<file path="src/rtl/sas_pkg.sv">
// Shared types and constants of the servo arm sequencer.
`default_nettype none

package sas_pkg;

    // Arm phase codes.
    localparam logic [2:0] PH_STOWED_IDLE   = 3'd0;
    localparam logic [2:0] PH_STOWED        = 3'd1;
    localparam logic [2:0] PH_DOOR_OPEN     = 3'd2;
    localparam logic [2:0] PH_EXTENDED      = 3'd3;
    localparam logic [2:0] PH_THUMB_UP      = 3'd4;
    localparam logic [2:0] PH_THUMB_UP_IDLE = 3'd5;

    // Servo pulse widths in microseconds.
    localparam logic [10:0] DOOR_OPEN_US    = 11'd1800;
    localparam logic [10:0] DOOR_CLOSED_US  = 11'd1000;
    localparam logic [10:0] EXTEND_IN_US    = 11'd1900;
    localparam logic [10:0] EXTEND_OUT_US   = 11'd1080;
    localparam logic [10:0] LIGHTER_DOWN_US = 11'd2000;
    localparam logic [10:0] LIGHTER_UP_US   = 11'd940;
    localparam logic [10:0] PULSE_OFF_US    = 11'd0;
    localparam logic [11:0] HEAD_CENTRE_US  = 12'd1500;

    // Step waits in millisecond ticks.
    localparam int WAIT_W = 9;
    localparam logic [WAIT_W-1:0] WAIT_NONE  = 9'd0;
    localparam logic [WAIT_W-1:0] WAIT_SHORT = 9'd200;
    localparam logic [WAIT_W-1:0] WAIT_MID   = 9'd300;
    localparam logic [WAIT_W-1:0] WAIT_LONG  = 9'd400;

    // Configuration register indexes.
    localparam logic [2:0] REG_MASK_A    = 3'd0;
    localparam logic [2:0] REG_MASK_B    = 3'd1;
    localparam logic [2:0] REG_MASK_X    = 3'd2;
    localparam logic [2:0] REG_MASK_Y    = 3'd3;
    localparam logic [2:0] REG_DEAD_BAND = 3'd4;

    // Controller side codes.
    localparam logic [1:0] SIDE_LEFT  = 2'd1;
    localparam logic [1:0] SIDE_RIGHT = 2'd2;

    // Configuration as seen by the controller decode.
    typedef struct packed {
        logic [15:0] mask_a;
        logic [15:0] mask_b;
        logic [15:0] mask_x;
        logic [15:0] mask_y;
        logic [8:0]  dead_band;
    } cfg_t;

    // Arm actuator state moved by one sequence step.
    typedef struct packed {
        logic [2:0]  phase;
        logic [10:0] door;
        logic [10:0] extend;
        logic [10:0] lighter;
        logic        flame;
    } arm_state_t;

    // Outcome of decoding one controller update.
    typedef struct packed {
        logic        arm_edge;
        logic        sound_edge;
        logic [10:0] head_pulse;
    } ctrl_result_t;

endpackage

`default_nettype wire

</file>
<file path="src/rtl/sas_step.sv">
// One step of the extend or retract sequence of the arm.
`default_nettype none

module sas_step (
    input  sas_pkg::arm_state_t              cur,
    input  logic                             retract,
    output sas_pkg::arm_state_t              nxt,
    output logic [sas_pkg::WAIT_W-1:0]       wait_ticks,
    output logic                             clip
);

    // Pick the next actuator settings from the phase and direction.
    always_comb begin
        nxt        = cur;
        wait_ticks = sas_pkg::WAIT_NONE;
        clip       = 1'b0;
        if (!retract) begin
            case (cur.phase)
                sas_pkg::PH_STOWED_IDLE, sas_pkg::PH_STOWED: begin
                    nxt.door   = sas_pkg::DOOR_OPEN_US;
                    nxt.phase  = sas_pkg::PH_DOOR_OPEN;
                    wait_ticks = sas_pkg::WAIT_MID;
                end
                sas_pkg::PH_DOOR_OPEN: begin
                    clip       = 1'b1;
                    nxt.extend = sas_pkg::EXTEND_OUT_US;
                    nxt.phase  = sas_pkg::PH_EXTENDED;
                    wait_ticks = sas_pkg::WAIT_LONG;
                end
                sas_pkg::PH_EXTENDED: begin
                    nxt.lighter = sas_pkg::LIGHTER_UP_US;
                    nxt.flame   = 1'b1;
                    nxt.phase   = sas_pkg::PH_THUMB_UP;
                    wait_ticks  = sas_pkg::WAIT_MID;
                end
                sas_pkg::PH_THUMB_UP: begin
                    nxt.lighter = sas_pkg::PULSE_OFF_US;
                    nxt.phase   = sas_pkg::PH_THUMB_UP_IDLE;
                end
                default: begin
                    nxt = cur;
                end
            endcase
        end else begin
            case (cur.phase)
                sas_pkg::PH_THUMB_UP_IDLE, sas_pkg::PH_THUMB_UP: begin
                    nxt.lighter = sas_pkg::LIGHTER_DOWN_US;
                    nxt.flame   = 1'b0;
                    nxt.phase   = sas_pkg::PH_EXTENDED;
                    wait_ticks  = sas_pkg::WAIT_SHORT;
                end
                sas_pkg::PH_EXTENDED: begin
                    nxt.extend = sas_pkg::EXTEND_IN_US;
                    nxt.phase  = sas_pkg::PH_DOOR_OPEN;
                    wait_ticks = sas_pkg::WAIT_MID;
                end
                sas_pkg::PH_DOOR_OPEN: begin
                    nxt.door   = sas_pkg::DOOR_CLOSED_US;
                    nxt.phase  = sas_pkg::PH_STOWED;
                    wait_ticks = sas_pkg::WAIT_MID;
                end
                sas_pkg::PH_STOWED: begin
                    nxt.door    = sas_pkg::PULSE_OFF_US;
                    nxt.lighter = sas_pkg::PULSE_OFF_US;
                    nxt.phase   = sas_pkg::PH_STOWED_IDLE;
                end
                default: begin
                    nxt = cur;
                end
            endcase
        end
    end

endmodule

`default_nettype wire

</file>
<file path="src/rtl/sas_ctrl.sv">
// Controller update decode: button mapping, edge detection and head servo pulse.
`default_nettype none

module sas_ctrl (
    input  sas_pkg::cfg_t          cfg,
    input  logic [15:0]            buttons,
    input  logic [15:0]            last_buttons,
    input  logic [1:0]             side,
    input  logic signed [9:0]      axis_x,
    input  logic signed [9:0]      axis_y,
    output sas_pkg::ctrl_result_t  res
);

    logic [15:0]        arm_mask;
    logic [15:0]        snd_mask;
    logic signed [10:0] axis;
    logic signed [10:0] db;
    logic signed [10:0] axis_adj;
    logic signed [11:0] pulse;

    // Map buttons and axis by controller side.
    always_comb begin
        case (side)
            sas_pkg::SIDE_LEFT: begin
                arm_mask = cfg.mask_x;
                snd_mask = cfg.mask_b;
                axis     = 11'(axis_y);
            end
            sas_pkg::SIDE_RIGHT: begin
                arm_mask = cfg.mask_b;
                snd_mask = cfg.mask_x;
                axis     = -11'(axis_y);
            end
            default: begin
                arm_mask = cfg.mask_y;
                snd_mask = cfg.mask_a;
                axis     = -11'(axis_x);
            end
        endcase
    end

    // A rising edge is a mask pressed now that had no bit set before.
    assign res.arm_edge   = (|(buttons & arm_mask)) && !(|(last_buttons & arm_mask));
    assign res.sound_edge = (|(buttons & snd_mask)) && !(|(last_buttons & snd_mask));

    // Deadzone pulls the axis toward zero by the dead band.
    assign db = $signed({2'b00, cfg.dead_band});

    always_comb begin
        if (axis > db) begin
            axis_adj = axis - db;
        end else if (axis < -db) begin
            axis_adj = axis + db;
        end else begin
            axis_adj = '0;
        end
    end

    assign pulse          = $signed(sas_pkg::HEAD_CENTRE_US) + 12'(axis_adj);
    assign res.head_pulse = pulse[10:0];

endmodule

`default_nettype wire

</file>
<file path="src/rtl/servo_arm_sequencer_core.sv">
// Top level of the servo arm sequencer: state, configuration and result register.
//
// The input channel (s_*) takes one item per cycle while s_ready is high:
// either a controller update (s_operation = 0) or a one millisecond tick
// (s_operation = 1). Every accepted item gives exactly one result item on the
// m_* channel in the next cycle, from a single result register. The sequencer
// state is updated at the edge that accepts the item, so items may follow back
// to back: one item per cycle is sustained while the receiver takes results,
// with the single step decode between the state and the result register.
// When the receiver stalls, the result register holds its item and s_ready
// falls; s_ready is high whenever the result register is empty or is being
// emptied in the same cycle, so no bubble is added.
// Reset (aresetn low, synchronous) empties the result register, restores the
// configuration defaults and puts the arm in the thumb up phase with a retract
// step due, so the first tick starts the retract sequence. Configuration is
// written through cfg_wr_en, cfg_index and cfg_wdata; the block relies on the
// user to write it only while the block is idle. Other indexes are ignored.
`default_nettype none

module servo_arm_sequencer_core (
    input  logic               aclk,
    input  logic               aresetn,
    // Configuration write port
    input  logic               cfg_wr_en,
    input  logic [2:0]         cfg_index,
    input  logic [15:0]        cfg_wdata,
    // Input channel
    input  logic               s_valid,
    output logic               s_ready,
    input  logic               s_operation,
    input  logic [15:0]        s_buttons,
    input  logic [1:0]         s_side,
    input  logic signed [9:0]  s_axis_x,
    input  logic signed [9:0]  s_axis_y,
    // Result channel
    output logic               m_valid,
    input  logic               m_ready,
    output logic [10:0]        m_head_pulse_us,
    output logic [10:0]        m_door_pulse_us,
    output logic [10:0]        m_extend_pulse_us,
    output logic [10:0]        m_lighter_pulse_us,
    output logic               m_flame_on,
    output logic               m_clip_request,
    output logic               m_random_sound_request,
    output logic [2:0]         m_arm_phase
);

    sas_pkg::cfg_t                cfg_reg;
    sas_pkg::arm_state_t          arm_reg;
    sas_pkg::arm_state_t          arm_next;
    sas_pkg::arm_state_t          step_state;
    sas_pkg::ctrl_result_t        ctrl;
    logic                         retract_reg;
    logic                         retract_next;
    logic                         pending_reg;
    logic                         pending_next;
    logic [sas_pkg::WAIT_W-1:0]   wait_reg;
    logic [sas_pkg::WAIT_W-1:0]   wait_next;
    logic [sas_pkg::WAIT_W-1:0]   wait_dec;
    logic [sas_pkg::WAIT_W-1:0]   step_wait;
    logic [15:0]                  last_buttons_reg;
    logic [10:0]                  head_pulse_reg;
    logic [10:0]                  head_next;
    logic                         step_clip;
    logic                         do_step;
    logic                         step_retract;
    logic                         at_idle;
    logic                         accept;

    assign s_ready = !m_valid || m_ready;
    assign accept  = s_valid && s_ready;

    // Controller decode and step logic.
    sas_ctrl u_ctrl (
        .cfg          (cfg_reg),
        .buttons      (s_buttons),
        .last_buttons (last_buttons_reg),
        .side         (s_side),
        .axis_x       (s_axis_x),
        .axis_y       (s_axis_y),
        .res          (ctrl)
    );

    sas_step u_step (
        .cur        (arm_reg),
        .retract    (step_retract),
        .nxt        (step_state),
        .wait_ticks (step_wait),
        .clip       (step_clip)
    );

    // Decide whether a step runs for this item and which way it goes.
    assign at_idle  = (arm_reg.phase == sas_pkg::PH_STOWED_IDLE) ||
                      (arm_reg.phase == sas_pkg::PH_THUMB_UP_IDLE);
    assign wait_dec = (wait_reg != '0) ? wait_reg - 1'b1 : wait_reg;

    always_comb begin
        if (s_operation) begin
            do_step      = pending_reg && (wait_dec == '0);
            step_retract = retract_reg;
        end else begin
            do_step      = ctrl.arm_edge && at_idle;
            step_retract = (arm_reg.phase == sas_pkg::PH_THUMB_UP_IDLE);
        end
    end

    // Next sequencer state.
    always_comb begin
        arm_next     = arm_reg;
        retract_next = retract_reg;
        pending_next = pending_reg;
        wait_next    = wait_reg;
        head_next    = s_operation ? head_pulse_reg : ctrl.head_pulse;
        if (do_step) begin
            arm_next     = step_state;
            retract_next = step_retract;
            wait_next    = step_wait;
            pending_next = (step_wait != '0);
        end else if (s_operation && pending_reg) begin
            wait_next = wait_dec;
        end
    end

    // Configuration registers.
    always_ff @(posedge aclk) begin
        if (!aresetn) begin
            cfg_reg.mask_a    <= 16'd1;
            cfg_reg.mask_b    <= 16'd2;
            cfg_reg.mask_x    <= 16'd4;
            cfg_reg.mask_y    <= 16'd8;
            cfg_reg.dead_band <= 9'd100;
        end else if (cfg_wr_en) begin
            case (cfg_index)
                sas_pkg::REG_MASK_A:    cfg_reg.mask_a    <= cfg_wdata;
                sas_pkg::REG_MASK_B:    cfg_reg.mask_b    <= cfg_wdata;
                sas_pkg::REG_MASK_X:    cfg_reg.mask_x    <= cfg_wdata;
                sas_pkg::REG_MASK_Y:    cfg_reg.mask_y    <= cfg_wdata;
                sas_pkg::REG_DEAD_BAND: cfg_reg.dead_band <= cfg_wdata[8:0];
                default: ;
            endcase
        end
    end

    // Sequencer state, updated on each accepted item.
    always_ff @(posedge aclk) begin
        if (!aresetn) begin
            arm_reg.phase    <= sas_pkg::PH_THUMB_UP;
            arm_reg.door     <= sas_pkg::PULSE_OFF_US;
            arm_reg.extend   <= sas_pkg::PULSE_OFF_US;
            arm_reg.lighter  <= sas_pkg::PULSE_OFF_US;
            arm_reg.flame    <= 1'b0;
            retract_reg      <= 1'b1;
            pending_reg      <= 1'b1;
            wait_reg         <= '0;
            last_buttons_reg <= '0;
            head_pulse_reg   <= sas_pkg::PULSE_OFF_US;
        end else if (accept) begin
            arm_reg        <= arm_next;
            retract_reg    <= retract_next;
            pending_reg    <= pending_next;
            wait_reg       <= wait_next;
            head_pulse_reg <= head_next;
            if (!s_operation) begin
                last_buttons_reg <= s_buttons;
            end
        end
    end

    // Result register valid flag.
    always_ff @(posedge aclk) begin
        if (!aresetn) begin
            m_valid <= 1'b0;
        end else if (accept) begin
            m_valid <= 1'b1;
        end else if (m_ready) begin
            m_valid <= 1'b0;
        end
    end

    // Result payload, loaded with the state that the item leaves behind.
    always_ff @(posedge aclk) begin
        if (accept) begin
            m_head_pulse_us        <= head_next;
            m_door_pulse_us        <= arm_next.door;
            m_extend_pulse_us      <= arm_next.extend;
            m_lighter_pulse_us     <= arm_next.lighter;
            m_flame_on             <= arm_next.flame;
            m_clip_request         <= do_step && step_clip;
            m_random_sound_request <= !s_operation && ctrl.sound_edge;
            m_arm_phase            <= arm_next.phase;
        end
    end

    // A clip is only requested by the step that extends the arm.
    a_clip_phase: assert property (@(posedge aclk) disable iff (!aresetn)
        m_valid && m_clip_request |-> m_arm_phase == sas_pkg::PH_EXTENDED)
        else $error("clip request outside the extended phase");

    // No wait is left running once no step is pending.
    a_wait_idle: assert property (@(posedge aclk) disable iff (!aresetn)
        !pending_reg |-> wait_reg == '0)
        else $error("wait count running with no step pending");

    // Reaching the stowed idle phase releases the door and lighter servos.
    a_stowed_released: assert property (@(posedge aclk) disable iff (!aresetn)
        m_valid && m_arm_phase == sas_pkg::PH_STOWED_IDLE |->
            m_door_pulse_us == sas_pkg::PULSE_OFF_US &&
            m_lighter_pulse_us == sas_pkg::PULSE_OFF_US)
        else $error("stowed idle with a servo still driven");

    // A tick leaves the head servo pulse unchanged.
    a_tick_head: assert property (@(posedge aclk) disable iff (!aresetn)
        accept && s_operation |=> m_head_pulse_us == $past(head_pulse_reg))
        else $error("tick changed the head servo pulse");

endmodule

`default_nettype wire
</file>
<file path="config.mk">
export PLATFORM = sky130hd
export DESIGN_NAME = servo_arm_sequencer_core
export DESIGN_NICKNAME = d
export VERILOG_FILES = /design/src/rtl/sas_pkg.sv /design/src/rtl/sas_step.sv /design/src/rtl/sas_ctrl.sv /design/src/rtl/servo_arm_sequencer_core.sv
export SDC_FILE = /design/constraint.sdc
export NUM_CORES = 1
export LEC_CHECK = 0
export ABC_AREA = 1
export BUFFER_PORTS_ARGS = -buffer_cell sky130_fd_sc_hd__buf_4
export CORE_ASPECT_RATIO = 2
export CORE_MARGIN = 2
export CORE_UTILIZATION = 54
export CTS_CLUSTER_DIAMETER = 120
export DETAILED_ROUTE_END_ITERATION = 16
export GPL_ROUTABILITY_DRIVEN = 0
export PLACE_DENSITY = 0.86
export SYNTH_ARGS = -nofsm -noshare
export SYNTH_HDL_FRONTEND = slang
export SYNTH_HIERARCHICAL = 1
export SYNTH_SLANG_ARGS = --single-unit
</file>
<file path="constraint.sdc">
create_clock -name aclk -period 4.52 [get_ports aclk]
set_input_delay 0.904 -clock aclk [delete_from_list [all_inputs] [get_ports aclk]]
set_output_delay 0.904 -clock aclk [all_outputs]
set_load 0.1 [all_outputs]
</file>
==> summary.md <==
| Metric | Value |
|---|---|
| Clock skew | 14.7 ps |
| Clock Latency Late Sink | 450 ps |
| Layout Nets | 1,914 |
| Crit Path Category | input pin to register |
| Commonest non-fill, non-tap cells in the layout | 356 x nand2_1, 232 x nor2_1, 223 x inv_1 |
| Avg Inst Size Synth | 6.92 um^2 |
| CTS hold repair buffers | 0 |
| Slowest cell delay on critical path | 400 ps |
| Worst Path Required | 4700 ps |
| Starting DRT DRC Count | 677 |
| Number of CTS-inserted buffers | 17 |
| Sequential power share | 0.380 |
| Slew @ Worst Pin | 750 ps |
| Max Slew Vio Count | 0 |
| CTS Sinks | 199 |
| Max-slew headroom | 0.499 |
| Routed WL | around 32 mm |
| Initial antenna violation count | 0 |
| H-tree levels | 4 |
| Seq/Total Area, Yosys | 0.378 |
| Area grow syn2layout | 15.5% |
| Max reg flops | 73 |
| Worst Setup End Kind | register |
| Initial Utilization | 0.549 |
| Chip height | 214 um |
| Clk buf depth | 2 |
| Diodes inserted | 0 |
| Placed cell area | 0.0130 mm^2 |
| Vias in the first global route | 11,617 |
| Post-synthesis cell type count | 58 |
| Crit-path cells | buf_4, inv_1, ha_1, buf_4, buf_12, a221o_1, o21ai_0, inv_1, nand2_1, o2111ai_1, nor3_1, nand2_1, a31oi_1, nand2_1, o21ai_0, buf_4, nand2_4, inv_2, buf_12, o21ai_0 |
| F_max | 238 MHz |
| Worst vdd ir | 357 uV |
| Vias | ~12,000 |
| DRC | 0 |
| Reg2reg path depth | 27 |
| Syn Inst Count | about 1,700 |
| Psw | 2.05 mW |
| Setup WS post-layout | 324 ps |
| GRT Total Usage | 0.277 |
| Crit-path max FO | 72 |
| Wire per inst | 15.0 um |
| Worst hold path depth | 2 |
| Critical path depth | 20 |
| DRT antenna net count | 0 |
| Share of cells above drive strength 1 | 0.145 |
| Row Count | 76 |
| Largest net degree at the start of global routing | 89 |
| LEAKAGE | around 6.5 nW |
| Die Wd | 109 um |
| Pre-CTS WS | -136 ps |
| I/O Buffers | 114 |
| Max Cap Viol | 0 |
| Number of enable flip-flop cells after synthesis | 50 |
| Via density | 5.66 |
| Outcome | finished clean |
| DP Wirelength | 23.3 mm |
| CP Launch Type | input pin |
| Final Hold Viols | 0 |
| Clk slew on worst S/H paths | 70 ps |
| CP Buf/Inv Count | 8 |
| Logic pwr share | 0.334 |
| TritonCTS clock tree | done |
| Area of the core | 0.0216 mm^2 |
| FFs w/ async S/R, synth | 0 |
| First-pass GRT wire length | 51.3 mm |
| Synth Flop Type | dfxtp_1 |
| Pint | ~3.3 mW |
| Crit share post-route | 0.928 |
| Top Ports | 115 |
| Final Cell Area | 0.0137 mm^2 |
| Mapped cell area | 0.0119 mm^2 |
| Crit-path slowest cell | o21ai_0 |
| Final setup fails | 0 |
| Clock share of power | 0.286 |
| CTS Root Cell | clkbuf_16 |
| Sw Ratio | 0.381 |
| P per Cell Area | 392 mW/mm^2 |
| Yosys reg bits | 199 |
| Drt pass-1 iters | 6 |
| Most common cell after layout, fill and taps aside | nand2_1 |
| WP data arrival | 4370 ps |
| Die ar. | 0.0232 mm^2 |
| Family with the most delay on the worst path | compound AO/OA/AOI/OAI gates |
| GR Overflow Total | 0 |
| Hold WC Path Type | register to register |
| Yosys warning count | 6 |
| Fin crit period | 4200 ps |
routing by layer:
metal / wire length, um / share of wire / vias up / track usage
li1: - / - / 5772 / -
met1: 10900 / 0.34 / 5401 / 0.270
met2: 16900 / 0.53 / 545 / 0.512
met3: 1830 / 0.058 / 161 / 0.0453
met4: 2010 / 0.064 / 0 / 0.204
met5: 0 / 0 / - / 0
cell families after synthesis:
group,after synthesis,share of synthesized area
and+or+nand+nor,770,0.277
AOI/OAI and AO/OA,366,0.177
buffers and inverters,315,0.107
DFF,199,0.378
adders and majority gates,37,0.0403
xor gates and xnor gates,26,0.0192
other,1,0.000316
power groups by stage:
| stage | registers (mW) | clock network (mW) | logic (mW) |
|---|---|---|---|
| global placement | 2.08 | 0 | 1.71 |
| floorplan | 2.43 | 0 | 0.962 |
| global route | 2.06 | 1.62 | 1.95 |
| detailed placement | 2.08 | 0 | 1.75 |
| finish | 2.04 | 1.54 | 1.79 |
| CTS | 2.04 | 1.55 | 1.76 |
cells in the mapped netlist (2+ instances only):
master | count | area, um^2
a211oi_1 | 2 | 15.0
a21oi_1 | 65 | 325
a21oi_2 | 4 | 35.0
a221o_1 | 22 | 220
a221oi_1 | 3 | 26.3
a22o_1 | 2 | 17.5
a22oi_1 | 3 | 22.5
a31oi_1 | 3 | 18.8
and2_1 | 2 | 12.5
buf_1 | 2 | 7.51
buf_2 | 12 | 60.1
buf_4 | 6 | 45.0
buf_6 | 5 | 56.3
clkbuf_1 | 49 | 184
clkinv_1 | 2 | 7.51
dfxtp_1 | 149 | 2980
edfxtp_1 | 50 | 1500
fa_1 | 2 | 40.0
ha_1 | 35 | 438
inv_1 | 225 | 845
inv_2 | 13 | 48.8
nand2_1 | 356 | 1340
nand2_2 | 16 | 100
nand2_4 | 6 | 67.6
nand3_1 | 92 | 460
nand3_2 | 4 | 40.0
nand3b_1 | 3 | 22.5
nand4_1 | 13 | 81.3
nor2_1 | 232 | 871
nor2_2 | 16 | 100
nor2_4 | 2 | 22.5
nor3_1 | 15 | 75.1
nor4_1 | 3 | 18.8
o2111ai_1 | 7 | 61.3
o211ai_1 | 3 | 22.5
o21ai_0 | 193 | 966
o21ai_1 | 37 | 185
o22ai_1 | 8 | 50.1
o31ai_1 | 2 | 15.0
o41ai_1 | 2 | 17.5
or2_1 | 4 | 25.0
or2_2 | 4 | 25.0
xnor2_1 | 3 | 26.3
xor2_1 | 23 | 201
tightest hold or removal path: cells and delay by family, from the launching register on:
family          cells  cell delay [ps]
buf+inv             1               50
compound gates      1               50
flops               1              300
metrics by stage:
step	hold slack, ps	power (mW)	setup TNS, ps	util	instances
2_1_floorplan	424	3.40	0	-	1715
3_3_place_gp	435	3.78	0	0.604	2065
3_5_place_dp	441	3.83	-391	0.604	2065
4_1_cts	450	5.35	0	0.632	2097
5_1_grt	473	5.63	-30.7	0.634	2100
6_report	449	5.37	0	0.634	2100
cell type report:
class | instances | area [um^2]
Clock buffer | 19 | 475
Multi-Input combinational cell | 1201 | 6130
Inverter | 240 | 901
Clock inverter | 13 | 123
Timing Repair Buffer | 155 | 1230
Sequential cell | 199 | 4480
Fill cell | 1870 | 7900
Tap cell | 273 | 342
final timing paths:
kind	start	end	slack [ps]
hold reg to reg	head_pulse_reg[2]$_SDFFE_PN0P_	head_pulse_reg[2]$_SDFFE_PN0P_	450
hold / removal	head_pulse_reg[2]$_SDFFE_PN0P_	head_pulse_reg[2]$_SDFFE_PN0P_	450
setup / recovery	s_side[0]	m_door_pulse_us[3]$_DFFE_PP_	320
setup reg to reg	cfg_reg[1]$_SDFFE_PN0P_	head_pulse_reg[10]$_SDFFE_PN0P_	700
repair_timing:
action | 4_1_cts | 5_1_grt
setup endpoints to repair | 0 | 10
buffers inserted | 0 | 3
gates resized for setup | 0 | 8
Note: power is estimated with default switching activity, not from simulation.
